===== src/rtl/core/ecgrpw_ram.sv =====
// Generic RAM with one write port and one registered read port
`default_nettype none
module ecgrpw_ram #(
  parameter int Width = 8,
  parameter int Depth = 64
) (
  input  wire logic                     clk,
  input  wire logic                     we,
  input  wire logic [$clog2(Depth)-1:0] waddr,
  input  wire logic [Width-1:0]         wdata,
  input  wire logic [$clog2(Depth)-1:0] raddr,
  output logic      [Width-1:0]         rdata
);
  logic [Width-1:0] mem [Depth];
  always_ff @(posedge clk) begin
    if (we) mem[waddr] <= wdata;
    rdata <= mem[raddr];
  end
endmodule
`default_nettype wire


===== config.mk =====
export PLATFORM = sky130hd
export DESIGN_NAME = ecgrpw_ram
export DESIGN_NICKNAME = d
export VERILOG_FILES = /design/src/rtl/core/ecgrpw_ram.sv
export SDC_FILE = /design/constraint.sdc
export NUM_CORES = 1
export LEC_CHECK = 0
export ABC_AREA = 1
export BUFFER_PORTS_ARGS = -buffer_cell sky130_fd_sc_hd__buf_2
export CAP_MARGIN = 20
export CORE_MARGIN = 5
export CORE_UTILIZATION = 60
export CTS_CLUSTER_DIAMETER = 60
export DETAILED_ROUTE_END_ITERATION = 6
export GPL_TIMING_DRIVEN = 0
export PLACE_DENSITY = 0.86
export RECOVER_POWER = 100
export SLEW_MARGIN = 20
export SYNTH_ARGS = -nofsm -noshare
export SYNTH_HDL_FRONTEND = slang
export SYNTH_SLANG_ARGS = --single-unit

===== constraint.sdc =====
create_clock -name clk -period 5.2 [get_ports clk]
set_clock_uncertainty 0.1 [all_clocks]
set_input_delay 0.52 -clock clk [delete_from_list [all_inputs] [get_ports clk]]
set_output_delay 0.52 -clock clk [all_outputs]
set_load 0.02 [all_outputs]

==> results.py, run 1 <==
metrics = {
    "run_status": {
        "status": "finished, violations left",
        "violations": "max-capacitance violations, max-slew violations",
    },
    "yosys": {
        "postSynthCellCount": 1805,
        "synth_fp_nets": 1827,
        "synth-simple-area-share_pct": 23.2,
        "synthXorXnorAreaFrac_pct": 0,
        "synth_top_family_by_area": "simple AND/OR/NAND/NOR gates",
        "synth_cell_types": 16,
        "synth.avg_cell_area_um2": 11.8,
        "synth.area.mux_share_pct": 0,
        "synth_compound_area_share_pct": 0,
        "synth_fa_ha_area_share_pct": 0,
        "synth-seq-area-share_pct": 72.8,
        "netlist_area_mm2": 0.0213,
        "synth.yosys.warnings": 0,
        "ys_ff_latch": 520,
    },
    "route": {
        "wirelength_um": 60900,
        "routedWlPerCell_um": 25.5,
        "via_per_inst": 6.38,
        "antenna_left": 0,
        "drcViolationCount": 0,
        "first_pass_iters": 6,
        "via_count": 15200,
        "first_iter_violations": 2817,
    },
    "worst_setup_path": {
        "reg2reg_to": "rdata[2]",
        "cp_slowest_stage_delay_ns": 2.42,
        "cp_num_buf_inv": 1,
        "endpoint": "mem[33][3]",
        "path_delay_family": "buffers and inverters",
        "cp_cell_sequence": "clkbuf_1",
        "cp-start-kind": "input port",
        "worstReg2RegStart": "mem[3][2]",
        "cp-end-kind": "flip-flop",
        "crit_fanout": 64,
        "crit_cells": 1,
        "cp-startpoint": "wdata[3]",
        "crit_arrival_ns": 3.06,
        "r2r_slack_ns": 3.57,
        "worstPathRequired_ns": 4.94,
        "r2r_cells": 8,
        "critPathSlowestCell": "clkbuf_1",
        "path_class": "in -> reg",
    },
    "pwr": {
        "power_density_mw_per_mm2": 380,
        "comb_power_share_pct": 6.9,
        "power.share.switching_pct": 22.5,
        "intPower_w": 0.00698,
        "p_switching_w": 0.00203,
        "p_leak_nw": 8.58,
        "vdd.ir_drop.worst_v": 0.000296,
        "power_frac_clock_pct": 41.4,
        "seqPwrFrac_pct": 51.7,
    },
    "sta": {
        "setup_viol": 0,
        "period_share_pct": 63.8,
        "fin_ws_ns": 1.88,
        "tightestPinTransition_ns": 3.54,
        "fmaxAchievable_mhz": 301,
        "period_minus_slack_ns": 3.32,
        "finalHoldViolCount": 0,
        "finalSetupTns_ns": 0,
        "rsz0062_at_grt": "no",
        "slew_violations": 520,
        "max-slew-margin-rel_pct": -136,
    },
    "final_layout": {
        "stdcell_count": 2388,
        "layout_commonest_cell": "nand2_1",
        "nets": 1909,
        "drive_gt1_share_pct": 8.88,
        "area_delta_synth_final_pct": 11.1,
        "final_cell_mix": "nand2_1 (648), edfxtp_1 (512), nand3_1 (439), nor2_1 (56), clkbuf_1 (54)",
        "fillers": 2356,
    },
    "global_route": {
        "grtUsageTotal_pct": 30.8,
        "grt_pass1_wl_um": 89300,
        "gr-total-overflow": 0,
        "grt_pass1_vias": 14300,
        "grt_max_degree": 65,
        "antenna_found_initial": 1,
    },
    "die": {
        "die_h_um": 199,
        "initial_core_util_pct": 60.4,
        "rows": 69,
        "core_mm2": 0.0353,
        "dieWidth_um": 199,
        "die_area_mm2": 0.0394,
        "ios": 30,
    },
    "cts": {
        "htreeDepth": 2,
        "clk_pin_slew_ns": 0.06,
        "cts_buffers": 51,
        "clockBufferDepth": 3,
        "postCtsHoldBufs": 0,
        "cts-root-buf": "clkbuf_16",
        "cts_tree": "done",
        "cts.sink_count": 520,
        "postCtsSetupRepairBufs": 0,
        "post_cts_resized": 0,
        "clk_latency_ns": 0.58,
    },
    "placed_design": {
        "dp_hpwl_um": 39300,
        "place_congestion": 1.05,
        "port_buffers": 21,
        "dp_worst_setup_slack_ns": 2.13,
        "placedCellCount": 2295,
    },
    "min_path": {
        "hold_depth": 4,
        "hp-class": "in -> reg",
    },
    "run": {
        "drv_cap": 8,
    },
}
==> stage by stage <==
step | utilization (%) | area (um^2) | power, W | hold WS [ns]
after global placement | 62.4 | 22000 | 0.00532 | 0.753
after global routing | 67.2 | 23700 | 0.00923 | 0.415
after CTS | 67.4 | 23800 | 0.00898 | 0.350
final | 67.2 | 23700 | 0.00901 | 0.369
after floorplan | - | 21300 | 0.00507 | 0.519
after detailed placement | 62.7 | 22100 | 0.00534 | 0.775
==> final cells by class <==
cell class / count / area (um^2) / share of cell area [%]
clock buffers: 68 / 1390 / 5.86
well taps: 461 / 577 / 2.43
flip-flops and latches: 520 / 15500 / 65.5
multi-input cells: 1160 / 4950 / 20.9
plain buffers: 113 / 807 / 3.40
repair buffers: 29 / 114 / 0.480
clock inverters: 24 / 290 / 1.22
diodes: 1 / 2.50 / 0.0106
inverters: 12 / 50.0 / 0.211
==> flip-flops by register name (all words and copies together) (netlist names) <==
name,flops
mem,512
rdata,8
==> logic make-up after synthesis <==
group	after synthesis
AND/OR/NAND/NOR	1160
flip-flops	520
buffers and inverters	125
==> worst min-delay path by stage <==
stage,start,end
2_1_floorplan,wdata[0],mem[0][0]
3_3_place_gp,mem[16][0],rdata[0]
3_5_place_dp,mem[16][0],rdata[0]
4_1_cts,raddr[4],rdata[3]
5_1_grt,raddr[4],rdata[0]
6_report,raddr[4],rdata[3]
==> power groups by stage <==
stage	clock, W	combinational [W]	sequential [W]
CTS	0.00372	0.000609	0.00465
floorplan	0	0.000326	0.00475
finish	0.00373	0.000624	0.00466
global route	0.00391	0.000658	0.00466
global placement	0	0.000583	0.00474
detailed placement	0	0.000605	0.00474
==> synthesized netlist by cell type <==
| library cell | number | area, um^2 |
|---|---|---|
| nand2_1 | 648 | 2430 |
| inv_6 | 1 | 8.76 |
| buf_1 | 10 | 37.5 |
| nor2_1 | 56 | 210 |
| buf_6 | 35 | 394 |
| buf_4 | 14 | 105 |
| buf_8 | 2 | 30.0 |
| buf_2 | 37 | 185 |
| nand3_1 | 439 | 2200 |
| edfxtp_1 | 512 | 15400 |
| nor4_1 | 8 | 50.1 |
| nand4_1 | 9 | 56.3 |
| inv_1 | 10 | 37.5 |
| dfxtp_1 | 8 | 160 |
| inv_2 | 1 | 3.75 |
| clkbuf_1 | 15 | 56.3 |
==> metal layers <==
metal / track usage, % / part of all wire (%)
met4: 13.0 / 5.1
met3: 7.30 / 14
met1: 43.6 / 36
met2: 46.8 / 45
met5: 0 / 0
(Power assumes the default switching activity.)
==> run 2: changes to the inputs <==
CORE_UTILIZATION = 57   (was 60)
clock period = 2.67 ns   (was 5.2 ns; I/O delays follow)
==> results.py, run 2 (synthesis results as in run 1) <==
metrics = {
    "sta": {
        "tightestPinTransition_ns": 1.62,
        "setup_viol": 0,
        "fin_ws_ns": 0.163,
        "period_share_pct": 93.9,
        "max-slew-margin-rel_pct": -7.94,
        "period_minus_slack_ns": 2.51,
        "finalHoldViolCount": 0,
        "rsz0062_at_grt": "no",
        "slew_violations": 455,
        "fmaxAchievable_mhz": 399,
    },
    "cts": {
        "clk_latency_ns": 0.58,
        "cts_buffers": 51,
        "clockBufferDepth": 3,
        "clk_pin_slew_ns": 0.06,
        "cts_tree": "done",
        "htreeDepth": 2,
        "cts-root-buf": "clkbuf_16",
        "post_cts_resized": 0,
        "cts.sink_count": 520,
        "postCtsSetupRepairBufs": 0,
        "postCtsHoldBufs": 0,
    },
    "final_layout": {
        "final_cell_mix": "nand2_1 (648), edfxtp_1 (512), nand3_1 (439), nor2_1 (56), clkbuf_16 (52)",
        "top_register": "mem",
        "area_delta_synth_final_pct": 10.9,
        "drive_gt1_share_pct": 9.23,
        "nets": 1909,
        "layout_commonest_cell": "nand2_1",
        "multi_input_area_mm2": 0.00495,
        "largest_reg_flops": 512,
        "ff_latch_area_mm2": 0.0155,
        "antennaDiodeCount": 0,
        "fillers": 2608,
        "stdcell_count": 2396,
        "biggestRegsByFlops": "mem (512), rdata (8)",
    },
    "worst_setup_path": {
        "cp_num_buf_inv": 3,
        "cp_slowest_stage_delay_ns": 0.88,
        "critPathSlowestCell": "clkbuf_1",
        "cp_cell_sequence": "clkbuf_1 -> clkbuf_1 -> clkbuf_1 -> nand3_1 -> nand2_1 -> nand2_1 -> nand3_1 -> nand3_1 -> nand2_1",
        "crit_arrival_ns": 2.91,
        "path_delay_family": "buffers and inverters",
        "path_class": "in -> reg",
        "worstPathRequired_ns": 3.08,
        "cp-end-kind": "flip-flop",
        "crit_fanout": 10,
        "cp-start-kind": "input port",
    },
    "placed_design": {
        "port_buffers": 21,
        "place_congestion": 0.945,
        "placedCellCount": 2302,
        "dp_hpwl_um": 39500,
        "dp_worst_setup_slack_ns": -0.110,
    },
    "global_route": {
        "gr-total-overflow": 0,
        "antenna_found_initial": 4,
        "grt_pass1_vias": 14600,
        "grtUsageTotal_pct": 29.2,
        "grt_pass1_wl_um": 89700,
        "grt_max_degree": 65,
    },
    "die": {
        "die_h_um": 203,
        "initial_core_util_pct": 58.0,
        "rows": 70,
        "dieWidth_um": 203,
        "core_mm2": 0.0368,
        "ios": 30,
        "die_area_mm2": 0.0414,
    },
    "pwr": {
        "power_density_mw_per_mm2": 731,
        "p_leak_nw": 8.58,
        "vdd.ir_drop.worst_v": 0.000465,
    },
    "route": {
        "wirelength_um": 61100,
        "routedWlPerCell_um": 25.5,
        "wl_met2_um": 28400,
        "met1Wirelength_um": 20900,
        "antenna_left": 0,
        "via_per_inst": 6.38,
        "via_count": 15300,
        "drcViolationCount": 1,
        "wl_met3_um": 8800,
        "first_pass_iters": 7,
        "first_iter_violations": 2419,
        "maxUsedRoutingLayer": "met5",
    },
    "min_path": {
        "hp-class": "in -> reg",
    },
    "run_status": {
        "violations": "design-rule violations, max-capacitance violations, max-slew violations",
        "status": "finished, violations left",
    },
    "run": {
        "drv_cap": 7,
    },
}
## run 2: cell types whose count changed in the layout (fill, tap and decap cells not counted), sizes merged
cell / before / now
clkbuf: 110 / 100
bufinv: 6 / 4
clkinv: 12 / 27
diode: 1 / 0
inv: 15 / 14
## run 2: worst paths after layout
kind              startpoint       end  slack, ns  depth (start not counted)
setup / recovery    raddr[2]  rdata[6]       0.16                          9
hold reg to reg   mem[40][6]  rdata[6]       0.82                          8
setup reg to reg  mem[26][0]  rdata[0]       1.08                          8
hold / removal      raddr[4]  rdata[1]       0.16                          4
## run 2: power breakdown
part / switching [W] / internal, W
clock: 0.00306 / 0.00395
combinational: 0.000915 / 0.000300
sequential: 0.0000174 / 0.00904
total: 0.00399 / 0.0133
## run 2: per-stage QoR
stage	TNS (ns)	hold slack, ns	util, %	power (W)	instance area (um^2)
5_1_grt	0	0.186	64.3	0.0177	23700
3_5_place_dp	-4.22	0.586	60.2	0.0104	22100
2_1_floorplan	0	0.266	-	0.00988	21300
6_report	0	0.159	64.3	0.0173	23700
3_3_place_gp	-5.74	0.584	59.9	0.0104	22000
4_1_cts	0	0.131	64.6	0.0172	23800
## run 2: layer usage
layer	up-vias	global-route usage (%)
met5	-	0
met2	1342	46.9
met4	8	11.5
met3	246	7.28
met1	7159	38.8
li1	6522	-
## run 2: final cells by class
type                    instances  share of cell area, %
clock buffers                  58                   5.59
repair buffers                 29                  0.523
flip-flops and latches        520                   65.6
inverters                      12                  0.211
multi-input cells            1160                   20.9
clock inverters                36                   1.25
plain buffers                 113                   3.41
well taps                     468                   2.47
## run 2: tightest hold or removal path: stages
cell and delay [ns]:
clkbuf_1 0.17, nand3_1 0.15, nand3_1 0.08, nand2_1 0.12
==> run 3: changes to the inputs <==
SETUP_SLACK_MARGIN = 0.4   (was not set)
==> results.py, run 3 (synthesis results as in run 1) <==
metrics = {
    "sta": {
        "max-slew-margin-rel_pct": -6.37,
        "period_share_pct": 93.9,
        "setup_viol": 0,
        "rsz0062_at_grt": "yes",
        "tightestPinTransition_ns": 1.60,
        "period_minus_slack_ns": 2.51,
        "finalHoldViolCount": 0,
        "fmaxAchievable_mhz": 399,
        "slew_violations": 455,
    },
    "pwr": {
        "comb_power_share_pct": 7.0,
        "power_density_mw_per_mm2": 731,
        "intPower_w": 0.0133,
        "vdd.ir_drop.worst_v": 0.000474,
        "power_frac_clock_pct": 40.6,
        "power.share.switching_pct": 23.1,
        "seqPwrFrac_pct": 52.4,
        "p_switching_w": 0.00399,
        "p_leak_nw": 8.58,
    },
    "final_layout": {
        "final_cell_mix": "nand2_1 (648), edfxtp_1 (512), nand3_1 (439), nor2_1 (56), clkbuf_16 (52)",
        "top_register": "mem",
        "area_delta_synth_final_pct": 10.9,
        "drive_gt1_share_pct": 9.23,
        "antennaDiodeCount": 0,
        "largest_reg_flops": 512,
        "fin_area_mm2": 0.0237,
        "layout_commonest_cell": "nand2_1",
        "nets": 1909,
        "stdcell_count": 2396,
        "biggestRegsByFlops": "mem (512), rdata (8)",
    },
    "die": {
        "dieWidth_um": 203,
        "rows": 70,
        "die_area_mm2": 0.0414,
        "initial_core_util_pct": 58.0,
        "die_h_um": 203,
        "core_mm2": 0.0368,
        "ios": 30,
    },
    "placed_design": {
        "place_congestion": 0.945,
        "dpl-instance-area_mm2": 0.0221,
        "port_buffers": 21,
        "placedCellCount": 2302,
        "dp_hpwl_um": 39500,
    },
    "run_status": {
        "status": "finished, violations left",
        "violations": "max-capacitance violations, max-slew violations",
    },
    "cts": {
        "postCtsSetupRepairBufs": 0,
        "clockBufferDepth": 3,
        "cts.sink_count": 520,
        "cts_buffers": 51,
        "htreeDepth": 2,
        "cts_tree": "done",
        "clk_latency_ns": 0.59,
        "clk_pin_slew_ns": 0.06,
        "cts-root-buf": "clkbuf_16",
    },
    "global_route": {
        "gr-total-overflow": 0,
        "grt_pass1_wl_um": 89700,
        "grt_max_degree": 65,
        "antenna_found_initial": 4,
        "grtUsageTotal_pct": 29.2,
        "grt_pass1_vias": 14600,
    },
    "min_path": {
        "hp-class": "in -> reg",
        "hold_depth": 4,
    },
    "worst_setup_path": {
        "cp_cell_sequence": "clkbuf_1 -> clkbuf_1 -> clkbuf_1 -> nand3_1 -> nand2_1 -> nand2_1 -> nand3_1 -> nand3_1 -> nand2_1",
        "worstPathRequired_ns": 3.08,
        "r2r_cells": 8,
        "cp-end-kind": "flip-flop",
        "critPathSlowestCell": "clkbuf_1",
        "crit_fanout": 10,
        "crit_arrival_ns": 2.92,
        "cp-start-kind": "input port",
        "path_class": "in -> reg",
        "cp_slowest_stage_delay_ns": 0.85,
    },
    "route": {
        "first_iter_violations": 2471,
        "wirelength_um": 60900,
        "drcViolationCount": 0,
        "first_pass_iters": 6,
        "routedWlPerCell_um": 25.4,
        "via_per_inst": 6.32,
        "via_count": 15100,
        "antenna_left": 0,
    },
    "run": {
        "drv_cap": 7,
    },
}
## run 3: cell counts in the layout (fill, tap and decap cells not counted)
No cell type changed its count.
## run 3: what timing repair did
| item | in CTS | in global routing |
|---|---|---|
| setup endpoints to repair | 0 | 37 |
| hold buffers | 0 | 0 |
| gates resized for setup | 0 | 2 |
## run 3: per-stage QoR
step                      worst slack, ns  power [W]  util [%]  setup TNS (ns)  hold slack, ns
after floorplan                     0.537    0.00988         -               0           0.266
after global placement             -0.271     0.0104      59.9           -5.74           0.584
after detailed placement           -0.110     0.0104      60.2           -4.22           0.586
after CTS                           0.474     0.0172      64.6               0           0.131
after global routing                0.216     0.0177      64.3               0           0.186
final                               0.163     0.0173      64.3               0           0.165
## run 3: power by group through the flow
stage / Sequential (W) / Combinational, W / Clock [W]
3_5_place_dp: 0.00923 / 0.00118 / 0
5_1_grt: 0.00906 / 0.00128 / 0.00733
3_3_place_gp: 0.00923 / 0.00113 / 0
4_1_cts: 0.00905 / 0.00119 / 0.00697
2_1_floorplan: 0.00924 / 0.000635 / 0
6_report: 0.00906 / 0.00121 / 0.00702
## run 3: worst max-delay path, delay by kind of cell
family,cells,cell delay [ns]
AND/OR/NAND/NOR,6,0.95
buffers and inverters,3,1.67
## run 3: final cells by class
type,instances,area (um^2)
Multi-Input combinational cell,1160,4950
Sequential cell,520,15500
Fill cell,2605,13100
Tap cell,468,586
Clock inverter,36,297
Timing Repair Buffer,29,124
Clock buffer,58,1320
Inverter,12,50.0
Buffer,113,807
## run 3: layer usage
metal  track usage, %  wire [um]
met1             38.8      21100
met2             46.9      28300
met3             7.28       8430
met4             11.5       2970
met5                0         46
## run 3: worst paths after layout
| kind | slack [ns] | start | end |
|---|---|---|---|
| setup / recovery | 0.16 | raddr[2] | rdata[6] |
| hold / removal | 0.17 | raddr[4] | rdata[1] |
| setup reg to reg | 1.10 | mem[26][0] | rdata[0] |
| hold reg to reg | 0.81 | mem[40][5] | rdata[5] |
